File: src/rtl/core/dbq_pkg.sv
// Shared types and constants for the bounded deque with value purge.
`default_nettype none

package dbq_pkg;

  localparam int unsigned DefaultDepth = 64;
  localparam int unsigned WordWidth    = 32;

  typedef enum logic [2:0] {
    CMD_PUSH_FRONT = 3'd0,
    CMD_PUSH_BACK  = 3'd1,
    CMD_POP_BACK   = 3'd2,
    CMD_POP_FRONT  = 3'd3,
    CMD_PURGE      = 3'd4
  } cmd_e;

  typedef enum logic [1:0] {
    ST_OK    = 2'd0,
    ST_EMPTY = 2'd1,
    ST_FULL  = 2'd2
  } status_e;

  typedef enum logic [1:0] {
    S_IDLE,
    S_POP,
    S_PURGE,
    S_DONE
  } state_e;

  typedef struct packed {
    status_e               status;
    logic [WordWidth-1:0]  popped_value;
  } result_t;

endpackage

`default_nettype wire

File: src/rtl/core/bounded_deque_with_value_purge_unit.sv
// Top level of the bounded deque with value purge: sequencer, store and result register.
//
//   channel | direction | handshake            | payload
//   in      | input     | in_valid_i/in_stall_o   | cmd_i, value_i
//   out     | output    | out_valid_o/out_stall_i | status_o, popped_value_o,
//           |           |                      | purged_count_o, occupancy_o
//
// A push, a refused push or pop and an unused code go from idle straight to the result state,
// a pop passes through a read state first, and a purge reads every stored entry in turn
// through the single read port of the entry store that the purge sweep walks.
// Reset clears the pointers and the occupancy; the store itself is not cleared.
// The result register lets the next word enter while a result waits on a stall.
`default_nettype none

module bounded_deque_with_value_purge_unit import dbq_pkg::*; #(
  parameter int unsigned DEPTH = DefaultDepth,
  localparam int unsigned AW = (DEPTH > 1) ? $clog2(DEPTH) : 1,
  localparam int unsigned CW = $clog2(DEPTH + 1)
) (
  input  logic                        clk_i,
  input  logic                        rst_ni,
  input  logic                        in_valid_i,
  output logic                        in_stall_o,
  input  logic [2:0]                  cmd_i,
  input  logic signed [WordWidth-1:0] value_i,
  output logic                        out_valid_o,
  input  logic                        out_stall_i,
  output logic [1:0]                  status_o,
  output logic signed [WordWidth-1:0] popped_value_o,
  output logic [CW-1:0]               purged_count_o,
  output logic [CW-1:0]               occupancy_o
);

  logic                 res_ready;
  logic                 res_valid;
  result_t              res;
  logic [CW-1:0]        res_purged;
  logic [CW-1:0]        res_occ;
  logic                 mem_we;
  logic [AW-1:0]        mem_waddr;
  logic [WordWidth-1:0] mem_wdata;
  logic                 mem_re;
  logic [AW-1:0]        mem_raddr;
  logic [WordWidth-1:0] mem_rdata;

  logic                 out_valid_q, out_valid_d;
  result_t              out_res_q;
  logic [CW-1:0]        out_purged_q;
  logic [CW-1:0]        out_occ_q;

  dbq_ctrl #(.DEPTH(DEPTH)) u_ctrl (
    .clk_i        (clk_i),
    .rst_ni       (rst_ni),
    .in_valid_i   (in_valid_i),
    .in_stall_o   (in_stall_o),
    .cmd_i        (cmd_i),
    .value_i      (value_i),
    .res_ready_i  (res_ready),
    .res_valid_o  (res_valid),
    .res_o        (res),
    .res_purged_o (res_purged),
    .res_occ_o    (res_occ),
    .mem_we_o     (mem_we),
    .mem_waddr_o  (mem_waddr),
    .mem_wdata_o  (mem_wdata),
    .mem_re_o     (mem_re),
    .mem_raddr_o  (mem_raddr),
    .mem_rdata_i  (mem_rdata)
  );

  dbq_mem #(.DEPTH(DEPTH)) u_mem (
    .clk_i   (clk_i),
    .we_i    (mem_we),
    .waddr_i (mem_waddr),
    .wdata_i (mem_wdata),
    .re_i    (mem_re),
    .raddr_i (mem_raddr),
    .rdata_o (mem_rdata)
  );

  assign res_ready = !out_valid_q || !out_stall_i;

  always_comb begin
    out_valid_d = out_valid_q;
    if (res_valid) begin
      out_valid_d = 1'b1;
    end else if (!out_stall_i) begin
      out_valid_d = 1'b0;
    end
  end

  always_ff @(posedge clk_i or negedge rst_ni) begin
    if (!rst_ni) begin
      out_valid_q <= 1'b0;
    end else begin
      out_valid_q <= out_valid_d;
    end
  end

  always_ff @(posedge clk_i) begin
    if (res_valid) begin
      out_res_q    <= res;
      out_purged_q <= res_purged;
      out_occ_q    <= res_occ;
    end
  end

  assign out_valid_o    = out_valid_q;
  assign status_o       = out_res_q.status;
  assign popped_value_o = out_res_q.popped_value;
  assign purged_count_o = out_purged_q;
  assign occupancy_o    = out_occ_q;

endmodule

`default_nettype wire

File: src/rtl/core/dbq_mem.sv
// Entry store: one write port and one registered read port.
`default_nettype none

module dbq_mem import dbq_pkg::*; #(
  parameter int unsigned DEPTH = DefaultDepth,
  localparam int unsigned AW = (DEPTH > 1) ? $clog2(DEPTH) : 1
) (
  input  logic                 clk_i,
  input  logic                 we_i,
  input  logic [AW-1:0]        waddr_i,
  input  logic [WordWidth-1:0] wdata_i,
  input  logic                 re_i,
  input  logic [AW-1:0]        raddr_i,
  output logic [WordWidth-1:0] rdata_o
);

  logic [WordWidth-1:0] mem_q [DEPTH];
  logic [WordWidth-1:0] rdata_q;

  always_ff @(posedge clk_i) begin
    if (we_i) begin
      mem_q[waddr_i] <= wdata_i;
    end
  end

  always_ff @(posedge clk_i) begin
    if (re_i) begin
      rdata_q <= mem_q[raddr_i];
    end
  end

  assign rdata_o = rdata_q;

endmodule

`default_nettype wire

File: src/rtl/core/dbq_ctrl.sv
// Command sequencer: pointers, pops, and the read-compare-write purge sweep.
`default_nettype none

module dbq_ctrl import dbq_pkg::*; #(
  parameter int unsigned DEPTH = DefaultDepth,
  localparam int unsigned AW = (DEPTH > 1) ? $clog2(DEPTH) : 1,
  localparam int unsigned CW = $clog2(DEPTH + 1)
) (
  input  logic                 clk_i,
  input  logic                 rst_ni,
  input  logic                 in_valid_i,
  output logic                 in_stall_o,
  input  logic [2:0]           cmd_i,
  input  logic [WordWidth-1:0] value_i,
  input  logic                 res_ready_i,
  output logic                 res_valid_o,
  output result_t              res_o,
  output logic [CW-1:0]        res_purged_o,
  output logic [CW-1:0]        res_occ_o,
  output logic                 mem_we_o,
  output logic [AW-1:0]        mem_waddr_o,
  output logic [WordWidth-1:0] mem_wdata_o,
  output logic                 mem_re_o,
  output logic [AW-1:0]        mem_raddr_o,
  input  logic [WordWidth-1:0] mem_rdata_i
);

  state_e               state_q, state_d;
  logic [AW-1:0]        front_q, front_d;
  logic [CW-1:0]        count_q, count_d;
  logic [WordWidth-1:0] val_q, val_d;
  logic [CW-1:0]        rd_q, rd_d;
  logic [CW-1:0]        wr_q, wr_d;
  logic [CW-1:0]        purged_q, purged_d;
  logic                 pend_q, pend_d;
  status_e              status_q, status_d;
  logic [WordWidth-1:0] popped_q, popped_d;

  function automatic logic [AW-1:0] slot_of(logic [AW-1:0] front, logic [CW-1:0] off);
    logic [CW:0] sum;
    sum = (CW + 1)'(front) + (CW + 1)'(off);
    if (sum >= (CW + 1)'(DEPTH)) begin
      sum = sum - (CW + 1)'(DEPTH);
    end
    return sum[AW-1:0];
  endfunction

  function automatic logic [AW-1:0] slot_inc(logic [AW-1:0] front);
    return (front == AW'(DEPTH - 1)) ? '0 : front + AW'(1);
  endfunction

  function automatic logic [AW-1:0] slot_dec(logic [AW-1:0] front);
    return (front == '0) ? AW'(DEPTH - 1) : front - AW'(1);
  endfunction

  always_ff @(posedge clk_i or negedge rst_ni) begin
    if (!rst_ni) begin
      state_q <= S_IDLE;
      front_q <= '0;
      count_q <= '0;
      rd_q    <= '0;
      wr_q    <= '0;
      pend_q  <= 1'b0;
    end else begin
      state_q <= state_d;
      front_q <= front_d;
      count_q <= count_d;
      rd_q    <= rd_d;
      wr_q    <= wr_d;
      pend_q  <= pend_d;
    end
  end

  always_ff @(posedge clk_i) begin
    val_q    <= val_d;
    purged_q <= purged_d;
    status_q <= status_d;
    popped_q <= popped_d;
  end

  always_comb begin
    state_d     = state_q;
    front_d     = front_q;
    count_d     = count_q;
    val_d       = val_q;
    rd_d        = rd_q;
    wr_d        = wr_q;
    purged_d    = purged_q;
    pend_d      = pend_q;
    status_d    = status_q;
    popped_d    = popped_q;
    mem_we_o    = 1'b0;
    mem_waddr_o = '0;
    mem_wdata_o = val_q;
    mem_re_o    = 1'b0;
    mem_raddr_o = '0;
    res_valid_o = 1'b0;
    in_stall_o  = (state_q != S_IDLE);

    unique case (state_q)
      S_IDLE: begin
        if (in_valid_i) begin
          val_d    = value_i;
          status_d = ST_OK;
          popped_d = '0;
          purged_d = '0;
          rd_d     = '0;
          wr_d     = '0;
          pend_d   = 1'b0;
          state_d  = S_DONE;
          case (cmd_e'(cmd_i))
            CMD_PUSH_FRONT: begin
              if (count_q == CW'(DEPTH)) begin
                status_d = ST_FULL;
              end else begin
                mem_we_o    = 1'b1;
                mem_waddr_o = slot_dec(front_q);
                mem_wdata_o = value_i;
                front_d     = slot_dec(front_q);
                count_d     = count_q + CW'(1);
              end
            end
            CMD_PUSH_BACK: begin
              if (count_q == CW'(DEPTH)) begin
                status_d = ST_FULL;
              end else begin
                mem_we_o    = 1'b1;
                mem_waddr_o = slot_of(front_q, count_q);
                mem_wdata_o = value_i;
                count_d     = count_q + CW'(1);
              end
            end
            CMD_POP_BACK: begin
              if (count_q == '0) begin
                status_d = ST_EMPTY;
              end else begin
                mem_re_o    = 1'b1;
                mem_raddr_o = slot_of(front_q, count_q - CW'(1));
                count_d     = count_q - CW'(1);
                state_d     = S_POP;
              end
            end
            CMD_POP_FRONT: begin
              if (count_q == '0) begin
                status_d = ST_EMPTY;
              end else begin
                mem_re_o    = 1'b1;
                mem_raddr_o = front_q;
                front_d     = slot_inc(front_q);
                count_d     = count_q - CW'(1);
                state_d     = S_POP;
              end
            end
            CMD_PURGE: begin
              state_d = S_PURGE;
            end
            default: begin
              state_d = S_DONE;
            end
          endcase
        end
      end
      S_POP: begin
        popped_d = mem_rdata_i;
        state_d  = S_DONE;
      end
      S_PURGE: begin
        if (pend_q) begin
          if (mem_rdata_i == val_q) begin
            purged_d = purged_q + CW'(1);
          end else begin
            mem_we_o    = 1'b1;
            mem_waddr_o = slot_of(front_q, wr_q);
            mem_wdata_o = mem_rdata_i;
            wr_d        = wr_q + CW'(1);
          end
        end
        if (rd_q != count_q) begin
          mem_re_o    = 1'b1;
          mem_raddr_o = slot_of(front_q, rd_q);
          rd_d        = rd_q + CW'(1);
          pend_d      = 1'b1;
        end else begin
          pend_d = 1'b0;
          if (!pend_q) begin
            count_d = wr_q;
            state_d = S_DONE;
          end
        end
      end
      S_DONE: begin
        res_valid_o = res_ready_i;
        if (res_ready_i) begin
          state_d = S_IDLE;
        end
      end
      default: begin
        state_d = S_IDLE;
      end
    endcase
  end

  assign res_o.status       = status_q;
  assign res_o.popped_value = popped_q;
  assign res_purged_o       = purged_q;
  assign res_occ_o          = count_q;

`ifndef SYNTHESIS
  a_count_bound: assert property (@(posedge clk_i) disable iff (!rst_ni)
    count_q <= CW'(DEPTH))
    else $error("occupancy exceeds the store depth");

  a_done_no_write: assert property (@(posedge clk_i) disable iff (!rst_ni)
    (state_q == S_DONE) |-> !mem_we_o)
    else $error("store written while a result is pending");

  a_purge_order: assert property (@(posedge clk_i) disable iff (!rst_ni)
    (state_q == S_PURGE) |-> (wr_q <= rd_q) && (rd_q <= count_q))
    else $error("purge write pointer passed the read pointer");

  a_purge_done: assert property (@(posedge clk_i) disable iff (!rst_ni)
    (state_q == S_PURGE && state_d == S_DONE) |=>
      (count_q + purged_q == $past(count_q)))
    else $error("purge count and occupancy do not add up");
`endif

endmodule

`default_nettype wire
File: config.mk
export PLATFORM = sky130hd
export DESIGN_NAME = bounded_deque_with_value_purge_unit
export DESIGN_NICKNAME = d
export VERILOG_FILES = /design/src/rtl/core/dbq_pkg.sv /design/src/rtl/core/bounded_deque_with_value_purge_unit.sv /design/src/rtl/core/dbq_mem.sv /design/src/rtl/core/dbq_ctrl.sv
export SDC_FILE = /design/constraint.sdc
export NUM_CORES = 2
export LEC_CHECK = 0
export BUFFER_PORTS_ARGS = -buffer_cell sky130_fd_sc_hd__buf_2
export CAP_MARGIN = 20
export CORE_MARGIN = 4
export CORE_UTILIZATION = 35
export DETAILED_ROUTE_END_ITERATION = 10
export PLACE_DENSITY_LB_ADDON = 0.25
export RECOVER_POWER = 50
export REMOVE_ABC_BUFFERS = 1
export SLEW_MARGIN = 20
export SYNTH_ARGS = -nofsm -noshare
export SYNTH_HDL_FRONTEND = slang
export SYNTH_SLANG_ARGS = --single-unit
File: constraint.sdc
create_clock -name clk_i -period 5.9 [get_ports clk_i]
set_input_delay 1.475 -clock clk_i [delete_from_list [all_inputs] [get_ports clk_i]]
set_output_delay 1.475 -clock clk_i [all_outputs]
set_load 0.01 [all_outputs]
==> metrics <==
post-detailed-route wirelength per cell roughly 29 um; Resize count post-CTS 0; cell with the most instances after synthesis sky130_fd_sc_hd__edfxtp_1; biggest area consumer among synthesized cells sky130_fd_sc_hd__edfxtp_1; Synth Area per Inst 14.10 sq um; initial antenna violation count 27; clock input transition at the sequential cells of the worst setup and hold paths ~0.07 ns; fraction of final layout cells with drive strength greater than 1 12.16%; required time worst endpoint about 6.4 ns; NumNets Final about 6,700; Detailed Routing Iterations Pass 1 7; CTS hold repair buffers 0; synthesized area roughly 90,000 sq um; maximum cell stage delay along the critical path 0.83 ns; R2R Setup Slk a little over 0.5 ns; instance count along the most critical hold path 0; maximum clock skew at final layout ~0.058 ns; source-to-sink clock delay at the later pin of the worst-skew pair slightly below 0.9 ns; category of the worst setup path launch point register; clock root buffer master sky130_fd_sc_hd__clkbuf_16; RR Startpoint u_ctrl.state_q[0]$_DFFE_PN0P_; most common flop cell mapped by yosys sky130_fd_sc_hd__edfxtp_1; Area Overhead vs Synth 17.65%; largest net degree at the start of global routing 104; outcome finished with violations; utilization of the core after routing between 40% and 50%; global-route wire length before repair 411,400 um; sort of element at the end of the critical path register; Period Utilization, post-route between 90 and 100%; Register-to-Register Path Depth 9; Mapped Cells 6,307; Worst Max-Slew Pin Slew 3.136 ns; final instance area 104,700 sq um; Top cell by count, worst path sky130_fd_sc_hd__inv_1; total clock sinks approximately 2,200; worst IR drop on VDD around 550 uV; maximum operating frequency around 0.19 GHz; vias in the first global route ~54,000; Post-CTS Setup Bufs 0; async set or reset register ratio after synthesis 1.389%; core area between 200,000 and 300,000 sq um; count of warnings emitted by yosys 0; Fin. Hold Viols 0; ratio of routed vias to standard cells around 5.7; cell types with the largest area share after synthesis sky130_fd_sc_hd__edfxtp_1, sky130_fd_sc_hd__nand2_1, sky130_fd_sc_hd__a21oi_1; Vias about 58,000; end of the worst register-to-register path u_mem.mem_q[47][19]$_DFFE_PP_; I/O pin cnt 89; drt initial violations approximately 7,300; maximum fanout encountered on the critical timing path 64; static power due to leakage 0.03417 uW; total power per unit cell area ~550 nW/um^2; count of pins over their slew limit roughly 220; Hold Worst Slack 0.4167 ns; half-perimeter wire length after detailed placement 173,200 um; initial core utilization 35.29%; Post-synth EDFFs between 2,000 and 2,500; number of nets still failing antenna checks after routing 0; hold wc startpoint u_ctrl.popped_q[31]$_SDFFCE_PN0P_; setup repair after global routing missed its margin false; placed instance area approximately 98,000 sq um; TritonCTS Buffers between 200 and 250; TritonCTS clock tree yes; post-route insts no fill between 10,000 and 15,000; worst max-slew margin expressed relative to the limit -109.1%; register area share after synthesis about three quarters; Critical Path, Cell by Cell inv_1 -> ha_1 -> clkbuf_1 -> inv_1 -> a21o_1 -> o21ai_1 -> a222oi_1 -> inv_2 -> clkbuf_4; floorplan row count 184; total of endpoints with negative setup slack in the final report 0; library cells used by synthesis 82; crit path max-delay cell type sky130_fd_sc_hd__clkbuf_1; wirelength, routed ~290,000 um; number of max-cap violations 8; Worst Hold Endpoint popped_value_o[31]$_DFFE_PP_; port bufs 88; last weighted congestion value of the routability-driven placer a little under 0.9; type of the setup path with the least slack register to register; largest buffer count on any clock path 3; Final Critical Period 5.394 ns; number of H-tree branching levels 4; die height around 500 um; commonest cells in the netlist sky130_fd_sc_hd__edfxtp_1, sky130_fd_sc_hd__nand2_1, sky130_fd_sc_hd__a21oi_1, sky130_fd_sc_hd__nand3_1, sky130_fd_sc_hd__a22oi_1; placed cell count 9,729; global routing usage summed across all routing layers ~21%; Yosys top cell area share approximately 74%; failing checks max-capacitance violations, max-slew violations; die extent in x ~510 um; drc violations 0; global route overflow 0; worst hold path type register to register; register bit total from synthesis 2,232; die area between 200,000 and 300,000 sq um; crit path DAT approximately 5.9 ns
## layout make-up
class / instances / area, sq um
antenna: 16 / 40.04
clock buffer: 289 / 5956
clock inverter: 122 / 1076
fill: 22830 / 147400
inverter: 52 / 197.7
multi-input combinational: 3579 / 20500
sequential: 2232 / 66870
tap: 3348 / 4189
timing repair buffer: 518 / 5836
## power breakdown
part           internal (uW)  switching [uW]  leakage (uW)
registers              20800             625        0.0203
logic                   6560           15900        0.0104
clock network           7720            6100       0.00343
total                  35100           22700        0.0342
## logic make-up after synthesis
| kind of cell | count (synthesis) | share of synthesized area (%) |
|---|---|---|
| multiplexers | 79 | 0.8918 |
| AO/OA/AOI/OAI | 1447 | 10.90 |
| flip-flops | 2232 | 75.17 |
| adder cells (fa/ha/maj) | 36 | 0.5401 |
| buffers and inverters | 496 | 2.439 |
| XOR/XNOR | 80 | 0.7877 |
| AND/OR/NAND/NOR | 1937 | 9.272 |
## placed cells by master, fill, tap and decap left out, drive strengths merged, types with 7 or more instances in the layout
| cell type | Yosys | routed |
|---|---|---|
| and3 | 68 | 68 |
| nand2 | 1326 | 1326 |
| edfxtp | 2201 | 2201 |
| a222oi | 33 | 33 |
| xnor2 | 55 | 55 |
| a311oi | 28 | 28 |
| and2 | 42 | 42 |
| bufinv | 0 | 14 |
| nand3 | 295 | 295 |
| a21o | 11 | 11 |
| xor2 | 25 | 25 |
| a32oi | 206 | 206 |
| nand2b | 7 | 7 |
| mux2i | 77 | 77 |
| diode | 0 | 16 |
| a221oi | 61 | 61 |
| o21ai | 37 | 37 |
| a31o | 7 | 7 |
| nor2 | 116 | 116 |
| a31oi | 33 | 33 |
| o22ai | 13 | 13 |
| nand4 | 20 | 20 |
| ha | 32 | 32 |
| a32o | 8 | 8 |
| dfrtp | 31 | 31 |
| buf | 251 | 409 |
| inv | 52 | 38 |
| a22oi | 260 | 260 |
| and4 | 23 | 23 |
| nor3 | 13 | 13 |
| a21oi | 639 | 639 |
| clkinv | 0 | 116 |
| a211oi | 75 | 75 |
| clkbuf | 193 | 398 |
## metal layers
metal	share of wire (%)	vias to the layer above	GRT usage, %
met5	0.022	-	0
met4	3.7	10	7.122
met3	8.6	445	3.841
met2	46	2611	34.05
met1	41	29620	29.97
li1	-	24820	-
## worst max-delay path: cells and delay by family, from the launching register on
kind | cells | cell delay (ns)
buffers and inverters | 5 | 2.38
adders and majority gates | 1 | 0.74
AOI/OAI and AO/OA | 3 | 1.39
DFF | 1 | 0.42
## metrics by stage
step / TNS, ns / total power [uW] / worst slack [ns]
floorplan: -330.80 / 33120 / -10.56
global placement: 0 / 44000 / 0.4512
detailed placement: 0 / 44220 / 0.4621
CTS: 0 / 57970 / 0.9232
global route: 0 / 60130 / 0.3569
finish: 0 / 57770 / 0.5062
## state kept, by name (all words and copies together), names as in the netlist
signal / flops
u_mem.mem_q: 2048
u_ctrl.rd_q: 7
u_ctrl.popped_q: 32
u_ctrl.res_occ_o: 7
u_mem.rdata_o: 32
popped_value_o: 32
u_ctrl.state_q: 2
occupancy_o: 7
status_o: 2
out_valid_o: 1
u_ctrl.wr_q: 7
u_ctrl.res_purged_o: 7
u_ctrl.status_q: 2
u_ctrl.val_q: 32
purged_count_o: 7
u_ctrl.pend_q: 1
u_ctrl.front_q: 6
## worst max-delay path by stage
stage | end | from | cells past startpoint | slack (ns)
4_1_cts | u_mem.rdata_o[11]$_DFFE_PP_ | u_ctrl.res_occ_o[1]$_DFFE_PN0P_ | 13 | 0.92
6_report | u_mem.mem_q[47][19]$_DFFE_PP_ | u_ctrl.state_q[0]$_DFFE_PN0P_ | 9 | 0.51
5_1_grt | u_mem.mem_q[49][19]$_DFFE_PP_ | u_ctrl.state_q[0]$_DFFE_PN0P_ | 9 | 0.36
3_3_place_gp | u_mem.rdata_o[23]$_DFFE_PP_ | cmd_i[2] | 11 | 0.45
3_5_place_dp | u_mem.rdata_o[14]$_DFFE_PP_ | cmd_i[1] | 13 | 0.46
2_1_floorplan | u_mem.rdata_o[28]$_DFFE_PP_ | cmd_i[2] | 9 | -10.56
(Power assumes the default switching activity.)
